[src/rtl/sacts_pkg.sv]
// Shared constants, codes and types of the set-associative tag store.
package sacts_pkg;

  localparam int ADDR_W         = 32;
  localparam int AGE_W          = 8;
  localparam int WAY_OUT_W      = 2;
  localparam int DEF_WAYS       = 4;
  localparam int DEF_LINES      = 256;
  localparam int DEF_LINE_BYTES = 32;

  localparam logic [AGE_W-1:0] AGE_MAX = {AGE_W{1'b1}};

  typedef enum logic {
    OP_LOOKUP   = 1'b0,
    OP_ALLOCATE = 1'b1
  } opcode_t;

  typedef struct packed {
    logic                 hit;
    logic [WAY_OUT_W-1:0] way;
    logic                 writeback_valid;
    logic [ADDR_W-1:0]    writeback_address;
  } result_t;

endpackage

[src/rtl/sacts_set_update.sv]
// Lookup / allocate decision and new row contents for one set.
module sacts_set_update #(
  parameter int WAYS      = sacts_pkg::DEF_WAYS,
  parameter int WAY_W     = 2,
  parameter int IDX_W     = 6,
  parameter int OFF_BITS  = 5,
  parameter int TAG_BITS  = 21
) (
  input  sacts_pkg::opcode_t                         opcode,
  input  logic                                       mark_dirty,
  input  logic [IDX_W-1:0]                           set_idx,
  input  logic [TAG_BITS-1:0]                        tag,
  input  logic [WAYS-1:0]                            cur_valid,
  input  logic [WAYS-1:0]                            cur_dirty,
  input  logic [WAYS-1:0][sacts_pkg::AGE_W-1:0]      cur_age,
  input  logic [WAYS-1:0][TAG_BITS-1:0]              cur_tag,
  output logic [WAYS-1:0]                            new_valid,
  output logic [WAYS-1:0]                            new_dirty,
  output logic [WAYS-1:0][sacts_pkg::AGE_W-1:0]      new_age,
  output logic [WAYS-1:0][TAG_BITS-1:0]              new_tag,
  output sacts_pkg::result_t                         result
);

  localparam int TAG_SHIFT = sacts_pkg::ADDR_W - TAG_BITS;

  logic                          hit_found;
  logic [WAY_W-1:0]              hit_way;
  logic                          inv_found;
  logic [WAY_W-1:0]              inv_way;
  logic [WAY_W-1:0]              victim;
  logic [sacts_pkg::AGE_W-1:0]   oldest;
  logic [WAY_W-1:0]              sel_way;
  logic [WAY_W+1:0]              sel_way_ext;
  logic [sacts_pkg::ADDR_W-1:0]  victim_addr;

  // Scan the set: hit detection, first invalid way, first oldest way.
  always_comb begin
    hit_found = 1'b0;
    hit_way   = '0;
    inv_found = 1'b0;
    inv_way   = '0;
    victim    = '0;
    oldest    = '0;
    for (int w = 0; w < WAYS; w++) begin
      if (cur_valid[w] && (cur_tag[w] == tag)) begin
        hit_found = 1'b1;
        hit_way   = WAY_W'(w);
      end
      if (!inv_found && !cur_valid[w]) begin
        inv_found = 1'b1;
        inv_way   = WAY_W'(w);
      end
      if (cur_age[w] > oldest) begin
        oldest = cur_age[w];
        victim = WAY_W'(w);
      end
    end
  end

  assign sel_way     = inv_found ? inv_way : victim;
  assign victim_addr = {cur_tag[victim], {TAG_SHIFT{1'b0}}}
                     | (sacts_pkg::ADDR_W'(set_idx) << OFF_BITS);

  always_comb begin
    new_valid = cur_valid;
    new_dirty = cur_dirty;
    new_age   = cur_age;
    new_tag   = cur_tag;
    result    = '0;
    unique case (opcode)
      sacts_pkg::OP_LOOKUP: begin
        for (int w = 0; w < WAYS; w++) begin
          if (cur_valid[w]) begin
            if (cur_tag[w] == tag) begin
              new_age[w] = '0;
            end else if (cur_age[w] != sacts_pkg::AGE_MAX) begin
              new_age[w] = cur_age[w] + 1'b1;
            end
          end
          if (hit_found && mark_dirty && (WAY_W'(w) == hit_way)) begin
            new_dirty[w] = 1'b1;
          end
        end
        sel_way_ext = {2'b00, hit_way};
        result.hit  = hit_found;
        result.way  = hit_found ? sel_way_ext[1:0] : '0;
      end
      sacts_pkg::OP_ALLOCATE: begin
        for (int w = 0; w < WAYS; w++) begin
          if (WAY_W'(w) == sel_way) begin
            new_valid[w] = 1'b1;
            new_dirty[w] = mark_dirty;
            new_age[w]   = '0;
            new_tag[w]   = tag;
          end
        end
        sel_way_ext = {2'b00, sel_way};
        result.hit  = 1'b1;
        result.way  = sel_way_ext[1:0];
        if (!inv_found && cur_dirty[victim]) begin
          result.writeback_valid   = 1'b1;
          result.writeback_address = victim_addr;
        end
      end
      default: begin
        sel_way_ext = '0;
      end
    endcase
  end

endmodule

[config.mk]
export PLATFORM = sky130hd
export DESIGN_NAME = sacts_set_update
export DESIGN_NICKNAME = d
export VERILOG_FILES = /design/src/rtl/sacts_pkg.sv /design/src/rtl/sacts_set_update.sv
export SDC_FILE = /design/constraint.sdc
export NUM_CORES = 1
export LEC_CHECK = 0
export BUFFER_PORTS_ARGS = -buffer_cell sky130_fd_sc_hd__buf_4
export CAP_MARGIN = 10
export CORE_MARGIN = 8
export CORE_UTILIZATION = 46
export DETAILED_ROUTE_END_ITERATION = 7
export GPL_TIMING_DRIVEN = 0
export MAX_ROUTING_LAYER = met4
export PLACE_DENSITY_LB_ADDON = 0.3
export SLEW_MARGIN = 25
export SYNTH_ARGS = -nofsm -noshare
export SYNTH_HDL_FRONTEND = slang
export SYNTH_SLANG_ARGS = --single-unit
[constraint.sdc]
create_clock -name vclk -period 11.6
set_clock_uncertainty 0.05 [all_clocks]
set_input_delay 2.32 -clock vclk [all_inputs]
set_output_delay 2.32 -clock vclk [all_outputs]
set_load 0.1 [all_outputs]
==> impl_metrics.csv, run 1 <==
group,metric,value,unit
status,status,"finished clean",
drt,viasPerCell,6.08,
worst_setup_path,critical-path-top-delay-family,"simple AND/OR/NAND/NOR gates",
clock_tree,postCtsHoldBufs,0,
layout,clkbuf_count,0,
yosys,avgSynthCellArea,6.91,sq um
worst_setup_path,crit_path_start_kind,"input port",
timing,drv_slew,0,
worst_setup_path,slowest_delay,0.43,ns
die,rows,38,
place,dp.cells,1158,
die,die_y,121,um
worst_setup_path,slowest_stage,"or3b_1",
drt,dr.pass1.iters,6,
timing,fin_crit,11.23,ns
min_path,hold_path_class,"in2out",
drt,wirelength,26.0,mm
global_routing,grtUsageTotal,34.0,%
worst_setup_path,cp_num_buf_inv,8,
power,sequentialPowerShare,0,%
layout,final_common_cell,"buf_4",
die,fp.coreArea,10700,sq um
timing,slew_headroom,50.7,%
global_routing,grt_pass1_vias,6765,
die,die_x,121,um
timing,fin_setup_tns,0,ns
worst_setup_path,path_max_fanout,10,
drt,first_iter_violations,798,
drt,wl_per_cell,22.4,um
yosys,syn-cell-area,5030,sq um
power,intPower,206,uW
timing,rsz0062_at_grt,"false",
layout,drive_above_1_share,36.5,%
global_routing,grt_overflow_total,0,
power,power_leakage,0.00348,uW
yosys,ys_types,57,
job,cap_violations,0,
yosys,ys_seq_area_share,0,%
layout,layout_common_cells,"buf_4, xor2_1, nor2_1",
yosys,synth_top_cell_by_area,"xor2_1",
layout,diodes,0,
layout,seq_cells,0,
place,gp_congestion,0.992,
yosys,synth_area_leaders,"xor2_1, mux2_1, mux2_2, ha_1, o21ai_0",
layout,instances_no_fill,1160,
power,comb_power_share,100.0,%
power,swShare,71.3,%
layout,area_growth,47.6,%
power,pwr-share-clk,0,%
worst_setup_path,path_class,"in2out",
yosys,netlist_instances,728,
drt,drc,0,
place,io_buffers,286,
die,num_io_pins,313,
worst_setup_path,cp_data_required_time,9.23,ns
die,dieArea,14500,sq um
power,power.density,96.6,nW/um^2
timing,timing.fmax,89.0,MHz
timing,hold_viol,0,
power,ir_drop,0.0000966,V
yosys,synth_top_area_share,12.5,%
global_routing,grt_pass1_wl,38.9,mm
drt,vias,7058,
worst_setup_path,end_kind,"output port",
global_routing,grt_max_degree,11,
place,dp_hpwl,21.6,mm
layout,ff_latch_area,0,sq um
layout,n_fill_cell,976,
power,net-switching-power,511,uW
worst_setup_path,crit_top_cell,"ha_1",
global_routing,antenna_found_initial,0,
timing,tightest_slew,0.735,ns
worst_setup_path,arrival,8.86,ns
drt,ant_nets,0,
timing,min_period_over_period,96.8,%
timing,setup_viol,0,
layout,fin_nets,1204,
yosys,yosysWarnings,0,
die,start_util,46.8,%
-- per-layer routing --
metal  share of wire [%]  wire [um]  global-route usage [%]
met1                  41      10600                    43.0
met5                   0          0                       -
met4                 2.6        684                    9.13
met3                  11       2990                    7.13
met2                  45      11800                    53.5
-- worst paths after layout --
check | start | endpoint | slack (ns) | cells after the start
max | cur_age[0] | new_tag[82] | 0.37 | 30
min | cur_age[2] | new_age[2] | 4.99 | 3
-- synth_stat cells, drive strengths merged (5+ instances only) --
library cell  instances
xor2                 72
a21oi                47
nor3                 16
clkbuf               45
ha                   29
buf                  19
mux2                 85
xnor2                12
a211oi               24
o21ai                53
or2                   5
inv                  34
nor2                 63
nand2                43
nand4                19
a2bb2oi              21
a21o                  7
nor4                 18
mux2i                 5
and3                  6
nand3                19
a31oi                20
nor3b                22
-- timing repair --
action | in CTS | in global routing
endpoints found under the setup margin | 151 | 141
gates resized for setup | 3 | 15
pin swaps | 2 | 0
buffers inserted | 3 | 0
-- per-stage QoR --
| step | cell area, sq um | hold WS [ns] | setup slack, ns | util, % | power [uW] |
|---|---|---|---|---|---|
| after floorplan | 5040 | 4.96 | 0.0643 | - | 515 |
| after global placement | 7360 | 4.98 | -0.593 | 68.5 | 691 |
| after detailed placement | 7360 | 4.98 | -0.700 | 68.5 | 698 |
| after CTS | 7390 | 4.99 | 0.0247 | 68.8 | 705 |
| after global routing | 7420 | 5.00 | 0.0261 | 69.1 | 749 |
| final | 7420 | 4.99 | 0.368 | 69.1 | 717 |
-- logic make-up (layout without fill, tap and decap cells) --
logic type	count (synthesis)	in the layout	synth area share (%)
adder cells (fa/ha/maj)	29	29	7.22
other	1	5	0.0746
AO/OA/AOI/OAI	200	200	26.7
multiplexers	90	90	20.0
AND/OR/NAND/NOR	226	226	22.9
buffers and inverters	98	386	8.36
XOR/XNOR	84	84	14.6
-- power groups by stage --
stage	combinational (uW)	clock, uW	sequential, uW
after floorplan	515	0	0
after global placement	691	0	0
after detailed placement	698	0	0
after CTS	705	0	0
after global routing	749	0	0
final	717	0	0
-- final cells by class --
type               count  area [sq um]  share of cell area, %
multi-input cells    634          4640                   62.6
repair buffers       289          2180                   29.3
plain buffers         63           298                   4.01
well taps            140           175                   2.36
inverters             34           128                   1.72
Power figures use the tool's default switching activity.
==> inputs of run 2 (changes only) <==
clock period = 11.51 ns   (was 11.6 ns; I/O delays follow)
==> run 2 against run 1 <==
  * First-iteration DRC count increased by 2.4%
  * Combinational power rose by 1%
  * Core utilization rose by 0.17 points
  * Worst setup slack worse by 0.048 ns
  * Cell count unchanged
  * Non-clock buffer count stayed put
  * Flip-flop and latch count unchanged
  * Worst hold slack lost 0.036 ns
  * Via count increased by 0.16%
  * Global-route usage unchanged
  * Largest cell class unchanged
  * Largest power group unchanged
==> impl_metrics.csv, run 2 (synthesized netlist as in run 1, its figures left out) <==
group,metric,value,unit
job,cap_violations,0,
layout,fin_nets,1204,
drt,first_iter_violations,817,
place,dp.cells,1158,
timing,tightest_slew,0.739,ns
timing,fin_hold_ws,4.95,ns
layout,diodes,0,
layout,drive_above_1_share,36.8,%
global_routing,grt_max_degree,11,
timing,timing.fmax,89.4,MHz
clock_tree,postCtsHoldBufs,0,
worst_setup_path,cp_data_required_time,9.16,ns
min_path,hold_path_class,"in2out",
die,rows,38,
min_path,min_from,"cur_age[2]",
layout,layout_common_cells,"buf_4, xor2_1, nor2_1",
die,fp.coreArea,10700,sq um
die,num_io_pins,313,
die,die_x,121,um
timing,hold_viol,0,
timing,min_period_over_period,97.2,%
timing,slew_headroom,50.5,%
die,start_util,46.8,%
worst_setup_path,end_kind,"output port",
worst_setup_path,path_class,"in2out",
worst_setup_path,crit_path_start_kind,"input port",
power,ir_drop,0.0000974,V
layout,n_fill_cell,975,
global_routing,grt_pass1_vias,6765,
worst_setup_path,slowest_stage,"or3b_1",
layout,instances_no_fill,1160,
drt,viasPerCell,6.09,
place,dpl_worst_slack,-0.754,ns
layout,clkbuf_count,0,
drt,vias,7069,
drt,drc,0,
worst_setup_path,slowest_delay,0.43,ns
worst_setup_path,arrival,8.84,ns
layout,ff_latch_area,0,sq um
layout,final_common_cell,"buf_4",
power,power_leakage,0.00349,uW
die,dieArea,14500,sq um
layout,area_growth,48.0,%
layout,seq_cells,0,
power,power.density,97.3,nW/um^2
timing,fin_setup_tns,0,ns
place,io_buffers,286,
timing,fin_crit,11.19,ns
min_path,holdPathEnd,"new_age[2]",
place,dp_hpwl,21.6,mm
timing,setup_viol,0,
worst_setup_path,path_max_fanout,10,
global_routing,grt_pass1_wl,38.9,mm
place,gp_congestion,0.992,
status,status,"finished clean",
global_routing,grtUsageTotal,34.0,%
timing,drv_slew,0,
global_routing,antenna_found_initial,0,
drt,wirelength,26.0,mm
place,placed_area,7360,sq um
drt,wl_per_cell,22.4,um
die,die_y,121,um
layout,fin_area,7440,sq um
worst_setup_path,crit_top_cell,"ha_1",
drt,dr.pass1.iters,5,
global_routing,grt_overflow_total,0,
timing,setup_slack,0.320,ns
drt,ant_nets,0,
min_path,holdPathStages,3,
## run 2: changes by cell type in the layout (fill, tap and decap cells not counted)
| cell | delta |
|---|---|
| buf_2 | -3 |
| clkbuf_4 | +3 |
| a21oi_1 | -3 |
| a21oi_2 | +3 |
## run 2: worst max-delay path by stage
stage | depth (start not counted) | start | to | slack (ns)
floorplan | 30 | cur_age[0] | new_age[29] | 0.01
global placement | 32 | cur_age[0] | new_tag[81] | -0.65
detailed placement | 32 | cur_age[0] | new_tag[82] | -0.75
CTS | 32 | cur_age[0] | new_tag[74] | -0.03
global route | 32 | cur_age[0] | result[18] | -0.008
finish | 32 | cur_age[0] | result[24] | 0.32
## run 2: metrics by stage
| stage | utilization (%) | total power, uW |
|---|---|---|
| final | 69.2 | 724 |
| after global placement | 68.5 | 697 |
| after global routing | 69.2 | 756 |
| after CTS | 68.8 | 711 |
| after floorplan | - | 519 |
| after detailed placement | 68.5 | 703 |
## run 2: cell type report
type / count / area (sq um) / area share, %
tap: 140 / 175 / 2.35
timing repair buffer: 289 / 2180 / 29.3
multi-input combinational: 634 / 4650 / 62.6
inverter: 34 / 128 / 1.72
buffer: 63 / 305 / 4.10
## run 2: timing repair
action                     4_1_cts  5_1_grt
pin swaps                        2        1
setup endpoints to repair      151      148
gates resized for setup          3       21
buffers inserted                 3        0
## run 2: where the power goes
part	switching, uW	internal, uW
combinational	515	209
sequential	0	0
clock	0	0
## run 2: layer usage
layer | wire [um] | GRT usage, %
met5 | 0 | -
met4 | 672 | 9.13
met3 | 2970 | 7.13
met2 | 11700 | 53.5
met1 | 10600 | 43.0
## run 2: critical path, delay by kind of cell
family,cells,cell delay [ns]
and+or+nand+nor,9,1.78
adders and majority gates,4,1.08
buffers and inverters,10,2.11
AOI/OAI and AO/OA,9,1.59
==> inputs of run 3 (changes only) <==
ABC_AREA = 1   (was not set)
CORE_UTILIZATION = 48   (was 46)
==> run 3 against run 2 <==
  * Core utilization is 0.63 points lower
  * Total power is 13% higher
  * Area after synthesis is 16% higher
  * Wire length is 5.4% higher
  * Final area is 9.8% higher
  * Flip-flop and latch count stayed put
  * Via count is 24% higher
  * Non-clock buffer count is 1 lower
  * Worst hold slack better by 0.0067 ns
  * Die area is 9.5% higher
  * Critical path depth is 5 higher
  * Sequential share of layout area stayed put
  * Critical path type unchanged
  * Largest power group unchanged
==> impl_metrics.csv, run 3 <==
group,metric,value,unit
status,status,"finished clean",
layout,fin_nets,1666,
drt,drc,0,
timing,drv_slew,0,
timing,fin_crit,11.01,ns
global_routing,grt_pass1_wl,42.1,mm
timing,rsz0062_at_grt,"false",
timing,setup_viol,0,
timing,slew_headroom,58.5,%
drt,vias,8797,
drt,first_iter_violations,936,
yosys,yosysMostFrequentCell,"nand2_1",
yosys,synth_top_cell_by_area,"nand2_1",
layout,layout_common_cells,"nand2_1, buf_4, inv_1",
worst_setup_path,crit_top_cell,"nand2_1",
worst_setup_path,path_max_fanout,10,
place,io_buffers,286,
die,fp.coreArea,11900,sq um
layout,final_common_cell,"nand2_1",
yosys,synth_area_leaders,"nand2_1, o21ai_0, inv_1, nor2_1, ha_1",
power,p_total,817,uW
die,dieArea,15900,sq um
yosys,netlist_instances,1192,
yosys,yosysWarnings,0,
layout,finalCoreUtilization,68.6,%
power,power_leakage,0.00475,uW
worst_setup_path,end_kind,"output port",
drt,wl_per_cell,16.8,um
worst_setup_path,cp_data_required_time,9.16,ns
yosys,synth_top_area_share,26.4,%
clock_tree,post_cts_resized,0,
layout,multiInputGateArea,4850,sq um
worst_setup_path,slowest_stage,"o21ai_0",
layout,seq_cells,0,
drt,dr.pass1.iters,6,
power,power.density,100,nW/um^2
place,dpl_worst_slack,0.643,ns
global_routing,grt_max_degree,11,
drt,viasPerCell,5.40,
clock_tree,cts_setup_buffers,0,
die,rows,40,
global_routing,grt_overflow_total,0,
layout,clkbuf_count,0,
yosys,ys_types,41,
timing,min_period_over_period,95.7,%
worst_setup_path,arrival,8.66,ns
drt,ant_nets,0,
yosys,yosys-top-cells-count,"nand2_1, inv_1, o21ai_0",
timing,tightest_slew,0.622,ns
yosys,ys_seq_area_share,0,%
clock_tree,postCtsHoldBufs,0,
timing,hold_viol,0,
drt,wirelength,27.4,mm
layout,ff_latch_area,0,sq um
timing,setup_slack,0.498,ns
timing,fin_setup_tns,0,ns
worst_setup_path,slowest_delay,0.44,ns
place,dp_hpwl,22.8,mm
layout,n_fill_cell,1206,
die,num_io_pins,313,
die,die_y,126,um
yosys,avgSynthCellArea,4.89,sq um
die,die_x,126,um
global_routing,antenna_found_initial,1,
worst_setup_path,crit_path_start_kind,"input port",
layout,drive_above_1_share,25.0,%
worst_setup_path,path_class,"in2out",
die,start_util,48.9,%
yosys,syn-cell-area,5820,sq um
min_path,hold_path_class,"in2out",
global_routing,grt_pass1_vias,7951,
layout,area_growth,40.3,%
job,cap_violations,0,
global_routing,grtUsageTotal,32.9,%
place,gp_congestion,0.994,
timing,timing.fmax,90.8,MHz
power,ir_drop,0.0000699,V
[run 3: worst max-delay path: cells and delay by family]
kind	cells	cell delay, ns
AND/OR/NAND/NOR	21	2.20
adder cells (fa/ha/maj)	4	1.18
AO/OA/AOI/OAI	4	1.19
buffers and inverters	8	1.78
[run 3: worst paths after layout]
kind | from | end | slack [ns] | cells after the start
worst min-delay path | set_idx[1] | result[6] | 4.96 | 4
worst max-delay path | cur_age[0] | new_tag[63] | 0.50 | 37
[run 3: through the flow]
step | hold WS, ns | cell area, sq um | std cells
after floorplan | 4.91 | 5840 | 1196
after global placement | 4.95 | 8170 | 1629
after detailed placement | 4.96 | 8170 | 1629
after CTS | 4.96 | 8170 | 1629
after global routing | 4.97 | 8170 | 1630
final | 4.96 | 8170 | 1630
[run 3: routing by layer]
layer / track usage [%] / wire, um / share of wire, % / vias to the layer above
met3: 7.05 / 2980 / 11 / 61
met5: - / 0 / 0 / -
met4: 9.34 / 896 / 3.3 / 0
met2: 53.0 / 12400 / 45 / 520
li1: - / - / - / 4335
met1: 40.4 / 11200 / 41 / 3881
[run 3: cell families (layout without fill, tap and decap cells)]
family	after synthesis	after routing	synth area share, %
buffers and inverters	232	518	16.9
adders and majority gates	29	29	6.23
other	1	6	0.0644
and+or+nand+nor	648	648	46.4
AOI/OAI and AO/OA	235	235	23.3
xor gates and xnor gates	44	44	6.62
muxes	3	3	0.516
[run 3: cell type report]
| cell class | instances | area share, % |
|---|---|---|
| tap | 147 | 2.25 |
| timing repair buffer | 286 | 26.3 |
| buffer | 65 | 4.36 |
| inverter | 167 | 7.67 |
| antenna | 1 | 0.0306 |
| multi-input combinational | 964 | 59.4 |
[run 3: where the power goes]
group / internal, uW / total, uW / leakage (uW) / switching, uW
sequential: 0 / 0 / 0 / 0
combinational: 210 / 817 / 0.00475 / 607
clock: 0.0000117 / 0.0000117 / 0.00000000634 / 0
